$ cat src/rtl/core/gus_queue.sv
// Small register FIFO between the front and back parts.
// Depends on nothing; width and depth come from parameters.
module gus_queue #(
    parameter int unsigned WIDTH = 64,
    parameter int unsigned DEPTH = 4
) (
    input  logic                       clk,
    input  logic                       rst_n,
    input  logic                       push,
    input  logic [WIDTH-1:0]           din,
    input  logic                       pop,
    output logic [WIDTH-1:0]           dout,
    output logic                       not_empty,
    output logic [$clog2(DEPTH+1)-1:0] count
);

    localparam int unsigned PW = (DEPTH > 1) ? $clog2(DEPTH) : 1;
    localparam int unsigned CW = $clog2(DEPTH + 1);

    logic [WIDTH-1:0] slot_reg [DEPTH];
    logic [PW-1:0]    wr_ptr_reg, wr_ptr_next;
    logic [PW-1:0]    rd_ptr_reg, rd_ptr_next;
    logic [CW-1:0]    count_reg, count_next;

    always_comb
    begin
        wr_ptr_next = wr_ptr_reg;
        rd_ptr_next = rd_ptr_reg;
        count_next  = count_reg;
        if (push)
        begin
            wr_ptr_next = (wr_ptr_reg == PW'(DEPTH - 1)) ? '0 : wr_ptr_reg + 1'b1;
        end
        if (pop)
        begin
            rd_ptr_next = (rd_ptr_reg == PW'(DEPTH - 1)) ? '0 : rd_ptr_reg + 1'b1;
        end
        if (push && !pop)
        begin
            count_next = count_reg + 1'b1;
        end
        else if (pop && !push)
        begin
            count_next = count_reg - 1'b1;
        end
    end

    always_ff @(posedge clk or negedge rst_n)
    begin
        if (!rst_n)
        begin
            wr_ptr_reg <= '0;
            rd_ptr_reg <= '0;
            count_reg  <= '0;
        end
        else
        begin
            wr_ptr_reg <= wr_ptr_next;
            rd_ptr_reg <= rd_ptr_next;
            count_reg  <= count_next;
        end
    end

    always_ff @(posedge clk)
    begin
        if (push)
        begin
            slot_reg[wr_ptr_reg] <= din;
        end
    end

    assign dout      = slot_reg[rd_ptr_reg];
    assign not_empty = (count_reg != '0);
    assign count     = count_reg;

endmodule

$ cat config.mk
export PLATFORM = sky130hd
export DESIGN_NAME = gus_queue
export DESIGN_NICKNAME = d
export VERILOG_FILES = /design/src/rtl/core/gus_queue.sv
export SDC_FILE = /design/constraint.sdc
export NUM_CORES = 1
export LEC_CHECK = 0
export CORE_MARGIN = 10
export CORE_UTILIZATION = 28
export CTS_CLUSTER_SIZE = 40
export DETAILED_ROUTE_END_ITERATION = 12
export DONT_BUFFER_PORTS = 1
export GPL_TIMING_DRIVEN = 0
export PLACE_DENSITY_LB_ADDON = 0.3
export REMOVE_ABC_BUFFERS = 1
export SYNTH_ARGS = -nofsm -noshare
export SYNTH_HDL_FRONTEND = slang
export SYNTH_SLANG_ARGS = --single-unit
$ cat constraint.sdc
create_clock -name clk -period 3.1 [get_ports clk]
set_input_delay 0.155 -clock clk [delete_from_list [all_inputs] [get_ports clk]]
set_output_delay 0.155 -clock clk [all_outputs]
set_load 0.1 [all_outputs]
After elaboration in Yosys (flattened, before gate mapping)

Memories as Yosys holds them, arrays and structs flattened.
Index checks and enable logic that the tools add are counted.
W data, S select, Z words.

Memories: 1
Bits of input ports: 68
Output and inout port bits: 68
Flip-flop bits (word level): 7
Memory bits (writable): 256
Word-level logic and storage cells: 22

Memory list:

| name     | depth | width | read ports | clocked after memory_dff | write ports | line | RTL |
|---|---|---|---|---|---|---|---|
| slot_reg | 4     | 64    | 1          | 0                        | 1           | 20   | `logic [WIDTH-1:0] slot_reg [DEPTH];` |

Mux-type cells: 6
Reductions and logical operators: 6
Add/sub/neg operators: 4
Equality and inequality tests: 2

Operators with widths:

| cell                  | count |
|---|---|
| $mux W3               | 2 |
| $add A2 B1 Y2 const B | 2 |
| $eq A2 B2 Y1 const B  | 2 |
| $mux W2               | 2 |
| $add A3 B1 Y3 const B | 1 |
| $reduce_bool A3 Y1    | 1 |
| $sub A3 B1 Y3 const B | 1 |
| $logic_and A1 B1 Y1   | 2 |
| $logic_not A1 Y1      | 2 |
| $mux W1               | 2 |
| $reduce_bool A2 Y1    | 1 |

Logic depth before layout (Yosys ltp)

Gate-level depths: netlist (run 1).

Depth after elaboration: 4
Depth in mapped cells: 7

Least setup slack after synthesis (run 1)

OpenSTA, ideal clock, no wires.

Kind: reg2reg
Start point: reg wr_ptr_reg[0]
End point: mem slot_reg[0][0], enable pin
Data required time: 2.671 ns
Clock period less this slack: 2.558 ns
Cell stages (with the launch flop): 4
Setup slack: 0.542 ns
Data arrival time: 2.129 ns
Cell sequence: dfrtp_1 > inv_1 > ha_1 > and2_1

RTL lines:

| what                   | line | RTL |
|---|---|---|
| start, declared        | 21   | `logic [PW-1:0] wr_ptr_reg, wr_ptr_next;` |
| start signal, assigned | 58   | `wr_ptr_reg <= wr_ptr_next;` |
| end, declared          | 20   |  |

No word-level cell before the write port.

Worst setup path after layout (run 1)

Start point: reg rd_ptr_reg[0]
End point: out dout[57]

Cells in the longest elaborated chain, start to end: 1

RTL lines:

| what                   | line | RTL |
|---|---|---|
| start, declared        | 22   | `logic [PW-1:0] rd_ptr_reg, rd_ptr_next;` |
| start signal, assigned | 59   | `rd_ptr_reg <= rd_ptr_next;` |
| $mem_v2 Z4 W64         | -    |  |
| end, declared          | 12   | `output logic [WIDTH-1:0] dout,` |

No other way between the ends.

==> impl_metrics.csv, run 1 <==
group,metric,value,unit
drt,vias,4019,
clock_tree,tritoncts,"done",
logic_synthesis,synth_seq_cells,263,
critical_path,cp-end-kind,"output port",
critical_path,cp_slowest_cell,"mux4_2",
timing,worstMarginPinSlew,1020,ps
drt,top_layer,"met4",
global_route,grt_overflow,0,
global_route,grt_max_degree,44,
clock_tree,cts_made_buffers,27,
die,core_region_area,33800,sq um
timing,finalClockSkew,18.1,ps
place,io_buffers,0,
place,gp_congestion,0.668,
timing,drv_slew,0,
final_layout,n_antenna_cell,0,
critical_path,cpLargestDelayFamily,"multiplexers",
die,rows,67,
logic_synthesis,synth_top_area_share,0.798,
critical_path,r2r-end,"count[1]",
drt,wl_met3,1.28,mm
drt,drc,0,
clock_tree,root_buffer,"clkbuf_16",
logic_synthesis,synth_cell_type_count,18,
drt,drt_iter0_markers,162,
critical_path,worstSetupEndpoint,"dout[57]",
logic_synthesis,seq_area_frac_synth,0.816,
final_layout,multiInputGateArea,1670,sq um
final_layout,fill_cells,3073,
die,initial_core_util,0.285,
critical_path,cp-start-kind,"register",
drt,first_pass_iters,6,
critical_path,cp-startpoint,"rd_ptr_reg[0]",
final_layout,drive_above_1_share,0.247,
global_route,antenna_found_initial,0,
logic_synthesis,yosys_warnings,0,
critical_path,cpPeakStageDelay,850,ps
timing,relSlewSlack,0.320,
logic_synthesis,syn_area_per_cell,26.1,sq um
clock_tree,clock_path_buffers,3,
critical_path,rr_worst_depth,2,
timing,fin_crit,2800,ps
timing,fin_setup_tns,0,ps
drt,vias_per_cell,4.34,
critical_path,rr_startpoint,"count[0]",
global_route,groute.usage.overall,0.0905,
final_layout,ff_latch_area,7870,sq um
clock_tree,clkTransAtPathRegs,60,ps
die,ios,136,
clock_tree,holdBufCountCts,68,
drt,routed_wl,19.2,mm
place,dp_hpwl,11.5,mm
drt,m1WireLength,7.75,mm
clock_tree,cts_sinks,263,
die,die_w,206,microns
timing,finalHoldViolCount,0,
final_layout,syn_to_final_growth,23.1,%
outcome,status,"finished clean",
flow_run,drv_cap,0,
global_route,grt_pass1_vias,4497,
drt,route.met2.wl,9.70,mm
final_layout,final_area,11900,sq um
clock_tree,post-cts-setup-buffers,0,
timing,grt_setup_unrepaired,"no",
critical_path,setup.worst_path.class,"reg2out",
min_path,min_path_type,"in2reg",
critical_path,crit_cells,2,
logic_synthesis,yosysTopAreaCell,"edfxtp_1",
logic_synthesis,synth_area,9640,sq um
logic_synthesis,ys_top_cells_by_area,"edfxtp_1, mux4_2, dfrtp_1",
timing,hold_ws,122,ps
global_route,grt_pass1_wl,28.5,mm
timing,timing.final.crit_share,0.902,
clock_tree,ctsResizeCount,0,
critical_path,reg2reg_slack,1150,ps
die,dieArea,42200,sq um
clock_tree,htreeDepth,1,
critical_path,crit_arrival,2640,ps
critical_path,cp_data_required_time,2940,ps
clock_tree,clk_latency,530,ps
critical_path,crit_chain,"buf_16, mux4_2",
place,dpl_cell_area,10300,sq um
drt,detail_route.wl_per_cell,20.7,microns
critical_path,critPathBufInv,1,
die,die_h,206,microns
final_layout,fin_nets,534,
critical_path,cp_max_fo,39,
timing,clock.fmax,358,MHz
drt,ant_nets,0,
timing,setup-violations-final,0,
final_layout,largest_reg_flops,256,
logic_synthesis,syn_inst,370,
logic make-up after synthesis:
group / Yosys count / share of synthesized area
DFF: 263 / 0.816
muxes: 67 / 0.153
buffers and inverters: 18 / 0.0125
and+or+nand+nor: 10 / 0.00519
adders and majority gates: 7 / 0.00986
xor gates and xnor gates: 3 / 0.00273
AOI/OAI and AO/OA: 2 / 0.00104
cell type report:
cell class,instances,area share
well taps,448,0.0473
repair buffers,74,0.0713
clock inverters,14,0.0173
multi-input cells,89,0.141
flip-flops and latches,263,0.664
clock buffers,33,0.0589
inverters,4,0.00127
worst min-delay path by stage:
stage | start | endpoint | depth (start not counted) | slack (ps)
finish | push | slot_reg[0][54] | 1 | 120
CTS | push | slot_reg[0][55] | 1 | 110
detailed placement | rst_n | count[0] | 0 | -140
global placement | rst_n | count[1] | 0 | -140
global route | push | slot_reg[0][54] | 1 | 120
floorplan | rst_n | count[0] | 0 | -140
per-stage QoR:
step	cells	setup WS [ps]	utilization
finish	925	303	0.351
global route	925	127	0.351
CTS	925	188	0.351
detailed placement	810	783	0.304
global placement	804	-1970	0.299
floorplan	356	-588	-
routing by layer:
metal / track usage / vias to the layer above
met4: 0.0226 / 0
met2: 0.151 / 112
met5: 0 / -
met1: 0.111 / 2120
met3: 0.0297 / 27
li1: - / 1760
placed cells by master, fill, tap and decap left out, types with 3 or more instances in the layout:
cell / count
mux2_2: 3
bufinv_16: 5
dlygate4sd3_1: 68
edfxtp_1: 256
clkinv_2: 3
nor2_1: 3
dfrtp_1: 5
clkbuf_16: 27
clkbuf_1: 6
buf_16: 6
and2_4: 4
inv_1: 4
ha_1: 6
mux4_2: 64
synth_stat cells:
| cell type | count |
|---|---|
| nor2_1 | 3 |
| buf_2 | 6 |
| clkbuf_1 | 1 |
| o21ai_0 | 2 |
| xnor2_1 | 1 |
| ha_1 | 6 |
| buf_4 | 2 |
| dfrtp_1 | 7 |
| mux4_2 | 64 |
| mux2_2 | 3 |
| xor2_1 | 2 |
| buf_6 | 5 |
| nand2_1 | 2 |
| edfxtp_1 | 256 |
| and2_1 | 4 |
| or3_1 | 1 |
| inv_1 | 4 |
| fa_1 | 1 |
Power of run 1 is left out: the tool's default activity adds up to more than one toggle a clock period on the data nets, which glitch-free logic cannot reach.
==> run 2, diff against run 1 <==
--- a/config.mk
+++ b/config.mk
@@ -6,7 +6,7 @@
 export NUM_CORES = 1
 export LEC_CHECK = 0
 export CORE_MARGIN = 10
-export CORE_UTILIZATION = 28
+export CORE_UTILIZATION = 60
 export CTS_CLUSTER_SIZE = 40
 export DETAILED_ROUTE_END_ITERATION = 12
 export DONT_BUFFER_PORTS = 1
==> run 2 against run 1 <==
Non-clock buffer count unchanged. Sequential share of layout area rose by 2.2 points. Clock-buffer cell count is 5 higher. Critical path type unchanged.
==> impl_metrics.csv, run 2 (same netlist as run 1, synthesis figures left out) <==
group,metric,value,unit
critical_path,rr_startpoint,"count[0]",
critical_path,cp_data_required_time,2940,ps
timing,fin_crit,2740,ps
final_layout,drive_above_1_share,0.239,
clock_tree,htreeDepth,1,
critical_path,critPathBufInv,1,
critical_path,cp-end-kind,"output port",
drt,ant_nets,0,
critical_path,cpLargestDelayFamily,"flip-flops",
die,die_h,147,microns
critical_path,worstSetupEndpoint,"dout[1]",
drt,first_pass_iters,4,
flow_run,drv_cap,0,
timing,finalHoldViolCount,0,
critical_path,cp_max_fo,34,
die,die_w,147,microns
critical_path,cpPeakStageDelay,870,ps
timing,hold_ws,131,ps
final_layout,largest_reg_flops,256,
place,io_buffers,0,
critical_path,crit_chain,"buf_16, mux4_2",
clock_tree,tritoncts,"done",
drt,drc,0,
global_route,grt_pass1_wl,28.2,mm
die,initial_core_util,0.609,
drt,vias_per_cell,5.89,
critical_path,cp-startpoint,"rd_ptr_reg[0]",
clock_tree,clkTransAtPathRegs,60,ps
critical_path,rr_worst_depth,2,
timing,relSlewSlack,0.318,
timing,grt_setup_unrepaired,"no",
timing,finalClockSkew,5.04,ps
critical_path,setup.worst_path.class,"reg2out",
timing,timing.final.crit_share,0.885,
timing,clock.fmax,365,MHz
place,dpl_cell_area,9970,sq um
final_layout,syn_to_final_growth,19.1,%
die,dieArea,21500,sq um
final_layout,fin_nets,533,
critical_path,crit_cells,2,
final_layout,final_area,11500,sq um
die,rows,46,
die,ios,136,
critical_path,reg2reg_slack,1140,ps
drt,routed_wl,17.9,mm
global_route,antenna_found_initial,1,
critical_path,r2r-end,"count[1]",
place,gp_congestion,0.682,
clock_tree,root_buffer,"clkbuf_16",
timing,fin_setup_tns,0,ps
critical_path,cp-start-kind,"register",
critical_path,cp_slowest_cell,"dfrtp_4",
global_route,groute.usage.overall,0.167,
global_route,grt_pass1_vias,4563,
final_layout,fill_cells,902,
drt,detail_route.wl_per_cell,25.8,microns
clock_tree,ctsResizeCount,0,
clock_tree,cts_sinks,263,
min_path,min_path_type,"in2reg",
global_route,grt_max_degree,43,
drt,vias,4082,
final_layout,multiInputGateArea,1670,sq um
final_layout,mostFrequentLayoutCells,"edfxtp_1, dlygate4sd3_1, mux4_2, clkbuf_16, clkbuf_1",
final_layout,ff_latch_area,7870,sq um
drt,drt_iter0_markers,296,
clock_tree,clk_latency,510,ps
die,core_region_area,15800,sq um
clock_tree,cts_made_buffers,26,
clock_tree,clock_path_buffers,3,
timing,setup-violations-final,0,
final_layout,final_common_cell,"edfxtp_1",
critical_path,crit_arrival,2590,ps
timing,drv_slew,0,
global_route,grt_overflow,0,
place,dp_hpwl,10.5,mm
timing,worstMarginPinSlew,1020,ps
outcome,status,"finished clean",
==> run 2: changes by cell type in the layout (fill, tap and decap cells not counted), sizes merged <==
cell | previous run | this run
clkbuf | 33 | 38
bufinv | 5 | 2
clkinv | 7 | 5
clkinvlp | 2 | 1
diode | 0 | 1
==> run 2: worst min path at each step <==
stage | from | end | slack, ps | depth (start not counted)
6_report | push | slot_reg[0][58] | 130 | 1
5_1_grt | push | slot_reg[0][16] | 130 | 1
3_3_place_gp | rst_n | count[1] | -140 | 0
2_1_floorplan | rst_n | count[0] | -140 | 0
3_5_place_dp | rst_n | count[0] | -140 | 0
4_1_cts | push | slot_reg[0][35] | 120 | 1
==> run 2: area by class of cell <==
cell class,count,share of cell area
clock buffer,38,0.0642
clock inverter,8,0.00785
antenna,1,0.000218
sequential,263,0.685
tap,216,0.0235
inverter,4,0.00131
multi-input combinational,89,0.145
timing repair buffer,74,0.0724
==> run 2: per-stage QoR <==
stage,cells,setup WS [ps],utilization
after floorplan,356,-588,-
after global placement,572,-1690,0.619
after detailed placement,578,819,0.630
after CTS,692,261,0.725
after global routing,693,183,0.725
final,693,357,0.725
==> run 2: per-layer routing <==
metal  wire length (microns)  share of wire  vias up  global-route usage
met2                    9160           0.51      141               0.281
met5                       0              0        -                   0
met3                    1160          0.065       30              0.0491
met4                     345          0.019        0              0.0380
met1                    7210           0.40     2147               0.212
li1                        -              -     1764                   -
==> run 2: what timing repair did <==
item                                   CTS  global route
endpoints found under the hold margin  269             0
setup buffers                            0             0
hold buffers                            68             0
setup endpoints to repair                0             0
Power of run 2 is left out for the same reason.
