===== config.mk =====
export PLATFORM = sky130hd
export DESIGN_NAME = gus_back
export DESIGN_NICKNAME = d
export VERILOG_FILES = /design/src/rtl/core/gus_pkg.sv /design/src/rtl/core/gus_back.sv
export SDC_FILE = /design/constraint.sdc
export NUM_CORES = 1
export LEC_CHECK = 0
export BUFFER_PORTS_ARGS = -buffer_cell sky130_fd_sc_hd__buf_2
export CORE_MARGIN = 2
export CORE_UTILIZATION = 30
export CTS_BUF_LIST = sky130_fd_sc_hd__clkbuf_8 sky130_fd_sc_hd__clkbuf_16
export CTS_CLUSTER_DIAMETER = 200
export DETAILED_ROUTE_END_ITERATION = 10
export SLEW_MARGIN = 20
export SYNTH_ARGS = -nofsm -noshare
export SYNTH_HDL_FRONTEND = slang
export SYNTH_SLANG_ARGS = --single-unit

===== constraint.sdc =====
create_clock -name clk -period 7.6 [get_ports clk]
set_input_delay 0 -clock clk [delete_from_list [all_inputs] [get_ports clk]]
set_output_delay 0 -clock clk [all_outputs]
set_load 0.005 [all_outputs]

===== src/rtl/core/gus_pkg.sv =====
// Shared types and constants for the gray Gaussian unsharp-mask block.
// Used by gus_front, gus_back and the top level; depends on nothing else.
package gus_pkg;

    localparam int unsigned GRAY_W    = 8;
    localparam int unsigned ROW_W     = 12;
    localparam int unsigned COL_W     = 11;
    localparam int unsigned GAIN_W    = 8;
    localparam int unsigned CFG_W     = 12;
    localparam int unsigned CFG_IDX_W = 2;

    // Configuration register indexes
    localparam logic [CFG_IDX_W-1:0] CFG_GAIN   = 2'd0;
    localparam logic [CFG_IDX_W-1:0] CFG_WIDTH  = 2'd1;
    localparam logic [CFG_IDX_W-1:0] CFG_HEIGHT = 2'd2;

    localparam logic [GAIN_W-1:0] GAIN_RST   = 8'd5;
    localparam logic [CFG_W-1:0]  WIDTH_RST  = 12'd1280;
    localparam logic [CFG_W-1:0]  HEIGHT_RST = 12'd960;

    localparam int unsigned       MIN_DIM       = 3;
    localparam logic [GRAY_W-1:0] BORDER_SMOOTH = 8'd127;

    // floor(n / 3) == (n * 683) >> 11 for every n up to 766
    localparam logic [10:0]  DIV3_MUL   = 11'd683;
    localparam int unsigned  DIV3_SHIFT = 11;

    // Which results one input pixel causes
    typedef struct packed {
        logic last_row;  // (y, x) itself, on the last row
        logic row_end;   // (y-1, W-1), when x is the last column
        logic prev;      // (y-1, x-1)
    } gus_emit_t;

    typedef enum logic [1:0] {
        RES_PREV,
        RES_ROW_END,
        RES_LAST_ROW
    } gus_res_kind_t;

endpackage


===== src/rtl/core/gus_back.sv =====
// Back part: walks the results of one queued pixel, sharpens and clamps each,
// and holds it in the output register. Uses gus_pkg.
module gus_back #(
    parameter int unsigned XW = 11
) (
    input  logic                          clk,
    input  logic                          rst_n,
    input  logic                          head_valid,
    input  gus_pkg::gus_emit_t            head_emit,
    input  logic [XW-1:0]                 head_x,
    input  logic [gus_pkg::ROW_W-1:0]     head_y,
    input  logic [gus_pkg::GRAY_W-1:0]    head_center,
    input  logic [gus_pkg::GRAY_W-1:0]    head_smooth,
    input  logic [gus_pkg::GRAY_W-1:0]    head_mid,
    input  logic [gus_pkg::GRAY_W-1:0]    head_gray,
    input  logic [gus_pkg::GAIN_W-1:0]    gain,
    output logic                          pop,
    output logic                          out_valid,
    input  logic                          out_ready,
    output logic [gus_pkg::GRAY_W-1:0]    out_sharp,
    output logic [gus_pkg::ROW_W-1:0]     out_row,
    output logic [gus_pkg::COL_W-1:0]     out_col,
    output logic                          out_last
);

    localparam int unsigned GW = gus_pkg::GRAY_W;
    localparam int unsigned RW = gus_pkg::ROW_W;

    logic [2:0]             done_reg, done_next;
    logic [2:0]             pend, sel_mask, rest;
    gus_pkg::gus_res_kind_t kind;
    logic [GW-1:0]          g, s;
    logic [RW-1:0]          row;
    logic [XW-1:0]          col;
    logic                   last, load;

    logic signed [8:0]      diff;
    logic signed [16:0]     prod;
    logic signed [17:0]     val;
    logic [GW-1:0]          sharp;

    logic                   out_valid_reg, out_valid_next;
    logic [GW-1:0]          out_sharp_reg;
    logic [RW-1:0]          out_row_reg;
    logic [gus_pkg::COL_W-1:0] out_col_reg;
    logic                   out_last_reg;

    always_comb
    begin
        pend = {head_emit.last_row, head_emit.row_end, head_emit.prev} & ~done_reg;
        if (pend[0])
        begin
            kind = gus_pkg::RES_PREV;
        end
        else if (pend[1])
        begin
            kind = gus_pkg::RES_ROW_END;
        end
        else
        begin
            kind = gus_pkg::RES_LAST_ROW;
        end

        unique case (kind)
            gus_pkg::RES_PREV:
            begin
                g        = head_center;
                s        = head_smooth;
                row      = head_y - 1'b1;
                col      = head_x - 1'b1;
                sel_mask = 3'b001;
            end
            gus_pkg::RES_ROW_END:
            begin
                g        = head_mid;
                s        = gus_pkg::BORDER_SMOOTH;
                row      = head_y - 1'b1;
                col      = head_x;
                sel_mask = 3'b010;
            end
            default:
            begin
                g        = head_gray;
                s        = gus_pkg::BORDER_SMOOTH;
                row      = head_y;
                col      = head_x;
                sel_mask = 3'b100;
            end
        endcase

        rest = pend & ~sel_mask;
        last = (rest == '0);
        load = head_valid && (!out_valid_reg || out_ready);
        pop  = load && last;

        // clamp at full precision
        diff = $signed({1'b0, g}) - $signed({1'b0, s});
        prod = $signed(gain) * diff;
        val  = $signed({10'b0, g}) + $signed({prod[16], prod});
        if (val < 0)
        begin
            sharp = '0;
        end
        else if (val > 18'sd255)
        begin
            sharp = 8'd255;
        end
        else
        begin
            sharp = val[GW-1:0];
        end

        if (load)
        begin
            done_next      = last ? '0 : (done_reg | sel_mask);
            out_valid_next = 1'b1;
        end
        else
        begin
            done_next      = done_reg;
            out_valid_next = out_ready ? 1'b0 : out_valid_reg;
        end
    end

    always_ff @(posedge clk or negedge rst_n)
    begin
        if (!rst_n)
        begin
            done_reg      <= '0;
            out_valid_reg <= 1'b0;
        end
        else
        begin
            done_reg      <= done_next;
            out_valid_reg <= out_valid_next;
        end
    end

    always_ff @(posedge clk)
    begin
        if (load)
        begin
            out_sharp_reg <= sharp;
            out_row_reg   <= row;
            out_col_reg   <= gus_pkg::COL_W'(col);
            out_last_reg  <= last;
        end
    end

    assign out_valid = out_valid_reg;
    assign out_sharp = out_sharp_reg;
    assign out_row   = out_row_reg;
    assign out_col   = out_col_reg;
    assign out_last  = out_last_reg;

endmodule


* Yosys cells after proc, flatten, opt, wreduce, memory -nomap -nowiden
Cells that the tools add are included.
** Operators by class
- Add/subtract/negate cells :: 4
- Magnitude comparators :: 2
- Reductions and logical operators :: 8
- Bitwise logic cells :: 5
- Eq/ne operators :: 1
- Multiply operators :: 1
- Mux-type cells :: 11
** Operator list (number)
- adder 9 x 17 -> 18 bit :: 1
- > comparator 18 x 9 -> 1 bit (second input constant) :: 1
- < comparator 18 x 1 -> 1 bit (second input constant) :: 1
- multiplier 8 x 9 -> 17 bit :: 1
- two-way mux 8 bit :: 2
- case mux 8 bit (2 select lines) :: 1
- two-way mux 12 bit :: 1
- subtractor 12 x 1 -> 12 bit (second input constant) :: 1
- two-way mux 11 bit :: 1
- subtractor 11 x 1 -> 11 bit (second input constant) :: 1
- subtractor 8 x 8 -> 9 bit :: 1
- bitwise AND 3 bit :: 2
- NOT 3 bit :: 2
- case mux 3 bit (2 select lines) :: 1
- two-way mux 2 bit :: 2
- zero test 3 bit :: 1
- two-way mux 3 bit :: 1
- OR 3 bit :: 1
- == test 2 x 1 -> 1 bit (second input constant) :: 1
- logical AND 1 bit :: 2
- zero test 2 bit :: 1
- two-way mux 1 bit :: 2
- nonzero test 2 bit :: 1
- OR reduction 2 bit :: 1
- other kinds (2) :: 2
** Storage, ports and cells
- Output and inout port bits :: 34
- Word-level logic and storage cells :: 38
- Input bits :: 70
- Bits in registers :: 36

* Logic depth before layout (Yosys ltp)
- Depth after elaboration :: 11
- Depth in mapped cells :: 31
- Gate-level depth less buffers :: 29

* Least setup slack after synthesis
OpenSTA, ideal clock, no wires.
- Kind :: reg-to-reg
- Start point :: register done_reg[0]
- End point :: register out_sharp_reg[0] (netlist: out_sharp[0]) (data pin)
- Data arrival time :: 7441 ps
- Stages on the path, launching flop included :: 28
- Period minus slack after synthesis :: 7695 ps
- Buffers on the path :: 3
- Setup time :: 254 ps
- Data required time :: 7346 ps
- Path slack :: -95 ps
- Cells stage by stage :: dfrtp_1 nor2b_1 clkbuf_1 clkbuf_1 a21oi_1 fa_1 nor2b_1 o21ai_0 a21boi_0 o21a_1 nor2_1 xnor2_1 nand2_1 fa_1 inv_1 fa_1 fa_1 fa_1 fa_1 ha_1 o21a_1 a2111oi_4 nor2_2 mux2i_1 o2111ai_1 or4_1 buf_2 o21a_1
** On the way
- Word-level cells in the longest chain between the ends :: 10
- Elaborated cells on any way between the ends :: 13
- Classes of those cells :: add/sub: 2; mul: 1; order compare: 2; eq/ne: 1; mux: 4; bitwise: 2; reduce/logical: 1
** RTL lines
- start, declared :: RTL line gus_back.sv:29 : logic [2:0] done_reg, done_next;
- start signal, assigned :: RTL line gus_back.sv:134 : done_reg <= done_next;
- NOT 3 bit (*) :: RTL line gus_back.sv:50 : pend = {head_emit.last_row, head_emit.row_end, head_emit.prev} & ~done_reg;
- bitwise AND 3 bit (*) :: RTL line gus_back.sv:50
- two-way mux 2 bit (*) :: RTL line gus_back.sv:51 : if (pend[0])
- == test 2 x 1 -> 1 bit / zero test 2 bit (equally long branches) :: RTL line gus_back.sv:64 : unique case (kind)
- case mux 8 bit (2 select lines) / two-way mux 8 bit (equally long branches) :: RTL line gus_back.sv:64
- subtractor 8 x 8 -> 9 bit :: RTL line gus_back.sv:97 : diff = $signed({1'b0, g}) - $signed({1'b0, s});
- multiplier 8 x 9 -> 17 bit :: RTL line gus_back.sv:98 : prod = $signed(gain) * diff;
- adder 9 x 17 -> 18 bit (*) :: RTL line gus_back.sv:99 : val = $signed({10'b0, g}) + $signed({prod[16], prod});
- > comparator 18 x 9 -> 1 bit :: RTL line gus_back.sv:104 : else if (val > 18'sd255)
- two-way mux 8 bit :: RTL line gus_back.sv:104
- end signal, assigned :: RTL line gus_back.sv:143 : out_sharp_reg <= sharp;
- end, declared :: RTL line gus_back.sv:43 : logic [GW-1:0] out_sharp_reg;
Every way passes the cells marked *; elsewhere a longest branch is shown, timed or not.
A chain may end at the register's enable or synchronous reset.

* Final worst setup path
- Start point :: input port head_emit[0] (netlist name)
- End point :: register out_sharp_reg[6] (netlist: out_sharp[6]) (data pin)
** On the way
- Word-level cells in the longest chain between the ends :: 9
- Elaborated cells on any way between the ends :: 12
- Classes of those cells :: add/sub: 2; mul: 1; order compare: 2; eq/ne: 1; mux: 4; bitwise: 1; reduce/logical: 1
** RTL lines
- start, declared :: RTL line gus_back.sv:9 : input gus_pkg::gus_emit_t head_emit,
- bitwise AND 3 bit (*) :: RTL line gus_back.sv:50
- two-way mux 2 bit (*) :: RTL line gus_back.sv:51
- == test 2 x 1 -> 1 bit / zero test 2 bit (equally long branches) :: RTL line gus_back.sv:64
- case mux 8 bit (2 select lines) / two-way mux 8 bit (equally long branches) :: RTL line gus_back.sv:64
- subtractor 8 x 8 -> 9 bit :: RTL line gus_back.sv:97
- multiplier 8 x 9 -> 17 bit :: RTL line gus_back.sv:98
- adder 9 x 17 -> 18 bit (*) :: RTL line gus_back.sv:99
- > comparator 18 x 9 -> 1 bit :: RTL line gus_back.sv:104
- two-way mux 8 bit :: RTL line gus_back.sv:104
Marks and branches as above.

==> out/qor.yml <==
cells_and_area:
  diodes: 0
  largest_reg_flops: 12
  fin_util_pct: 38.70
  nets: 868
  drive_gt1_share_pct: 26.92
  synthToLayoutAreaGrowth_pct: 27.35
logic_synthesis:
  synthTopCellsByArea: "fa_1 (28%), edfxtp_1 (18%), ha_1 (12%), inv_1 (5.7%), and2_1 (3.6%)"
  yosys_warnings: 0
  ys_seq_area_share_pct: 20.40
  yosysTopAreaCell: "fa_1"
  synth_cell_types: 43
  yosys-top-cells-count: "inv_1 (79), fa_1 (72), ha_1 (51)"
  yosysMostFrequentCell: "inv_1"
  postSynthAreaPerCell_um2: 9.758
  syn-instance-count: 533
  synth-edff-count: 32
  async_flop_share_pct: 11.11
  syn_area_um2: 5201
  syn-num-nets: 726
  synth_top_area_share_pct: 27.71
  synth_ff_type: "edfxtp_1"
  synth-seq-cells: 36
floorplan:
  die_y_um: 135.7
  dieArea_um2: 18410
  start_util_pct: 30.39
  core_area_um2: 17120
  num_rows: 48
  die_w_um: 135.7
  num_io_pins: 104
route:
  wl_met3_um: 518
  met2_length_um: 5314
  vias: 4086
  dr.pass1.iters: 4
  totalWireLength_um: 11070
  routed.top_layer: "met4"
  wl_per_cell_um: 12.28
  drtIter0Drc: 162
  viasPerCell: 4.535
  drc: 0
  detail-route-antenna-nets: 0
  drt-met1-wl_um: 5128
job:
  maxCapViolations: 0
global_routing:
  grt_max_degree: 37
  overflow: 0
  grt_pass1_wl_um: 18180
  grt_pass1_vias: 4034
  grt_usage_pct: 12.11
  antenna_found_initial: 0
sta:
  min_period_over_period_pct: 95.88
  slew_violations: 0
  fmax_mhz: 137.2
  setup_viol: 0
  holdWs_ps: 25.30
  maxSlewHeadroom_pct: 61.54
  min_period_ps: 7287
  worst_pin_slew_ps: 571.7
  skew_ps: 5.137
  hold_viol_final: 0
setup_path:
  crit_fanout: 23
  path_class: "input port to flop"
  start_kind: "input port"
  max_stage_delay_ps: 570
  critPathCaptureType: "flop"
  required_ps: 7630
  cpMostUsedCell: "fa_1"
  arrival_ps: 7320
  worst_path_max_delay_cell: "fa_1"
clock_network:
  cts_tree: "yes"
  cts_sinks: 36
  cts_max_level: 2
  clock_latency_ps: 280
  cts-root-buf: "clkbuf_16"
  path_clk_slew_ps: 50
  cts_buffers: 5
  clockBufferDepth: 2
outcome:
  status: "completed"
min_path:
  hp-class: "input port to flop"
placement:
  io_buffers: 103
  dp_hpwl_um: 9317
  gp_congestion: 0.8510
[cells by family after synthesis]
family          count (synthesis)  synth area share [%]
mux                            12                 2.333
xor+xnor                       36                 6.062
buf+inv                        90                 6.567
fa+ha+maj                     123                 39.98
flops                          36                 20.40
compound gates                 70                 8.829
simple gates                  166                 15.83
[routing by layer]
layer / vias to the layer above / GRT usage (%)
met4: 0 / 2.778
li1: 2016 / -
met5: - / 0
met2: 89 / 20.79
met3: 8 / 1.422
met1: 1973 / 16.36
[worst max-delay path, delay by kind of cell]
family	cells	cell delay (ps)
xor+xnor	2	260
simple gates	7	1160
compound gates	8	1320
fa+ha+maj	7	3200
buf+inv	7	1350
[layout make-up]
| cell class | instances | area [um^2] |
|---|---|---|
| clock buffers | 6 | 138.9 |
| clock inverters | 2 | 10.01 |
| fillers | 1735 | 10490 |
| inverters | 79 | 296.5 |
| multi-input cells | 407 | 3956 |
| flip-flops and latches | 36 | 1061 |
| well taps | 225 | 281.5 |
| repair buffers | 146 | 879.6 |
[worst paths after layout]
path	startpoint	to	slack, ps	depth (start not counted)
hold / removal	head_x[5]	out_col[5]$_DFFE_PP_	30	2
setup reg to reg	done_reg[1]$_DFFE_PN0P_	out_sharp[6]$_SDFFCE_PN0P_	320	30
setup / recovery	head_emit[0]	out_sharp[6]$_SDFFCE_PN0P_	310	31
hold reg to reg	done_reg[2]$_DFFE_PN0P_	done_reg[2]$_DFFE_PN0P_	490	2
min in group asynchronous	rst_n	done_reg[1]$_DFFE_PN0P_	60	2
max in group asynchronous	rst_n	out_valid$_DFFE_PN0P_	7420	2
[metrics by stage]
stage / cell area (um^2) / worst slack, ps / cells / TNS, ps
after global routing: 6624 / -43.30 / 901 / -220.2
after floorplan: 5209 / 22.30 / 533 / 0
after detailed placement: 6221 / -64.76 / 883 / -359.2
after global placement: 6221 / 91.58 / 883 / 0
after CTS: 6420 / 16.80 / 896 / 0
final: 6624 / 313.0 / 901 / 0
[repair_timing]
| action | in CTS | in global routing |
|---|---|---|
| hold buffers | 5 | 0 |
| buffers inserted | 0 | 5 |
| pin swaps | 0 | 27 |
| endpoints found under the hold margin | 7 | 0 |
| cloned | 0 | 0 |
| resized for setup | 4 | 32 |
| setup endpoints to repair | 8 | 8 |
[cell usage in the layout (no fill, tap or decap), drive strengths merged, types with 3 or more instances in the layout]
cell type / netlist / routed
ha: 51 / 51
fa: 72 / 72
o21ai: 17 / 17
a31oi: 3 / 3
nand2b: 13 / 13
and2: 30 / 30
buf: 3 / 141
or4: 3 / 3
nor2: 38 / 38
inv: 79 / 79
edfxtp: 32 / 32
nor2b: 14 / 14
a211oi: 3 / 3
clkbuf: 8 / 6
o21a: 13 / 13
xor2: 16 / 16
a21oi: 20 / 20
nor4: 4 / 4
nand2: 47 / 47
nor3: 9 / 9
mux2i: 11 / 11
dlygate4sd3: 0 / 5
xnor2: 20 / 20
dfrtp: 4 / 4
or3: 3 / 3
Power is left out: the tool's default activity adds up to more than one toggle a clock period on the data nets, which glitch-free logic cannot reach.
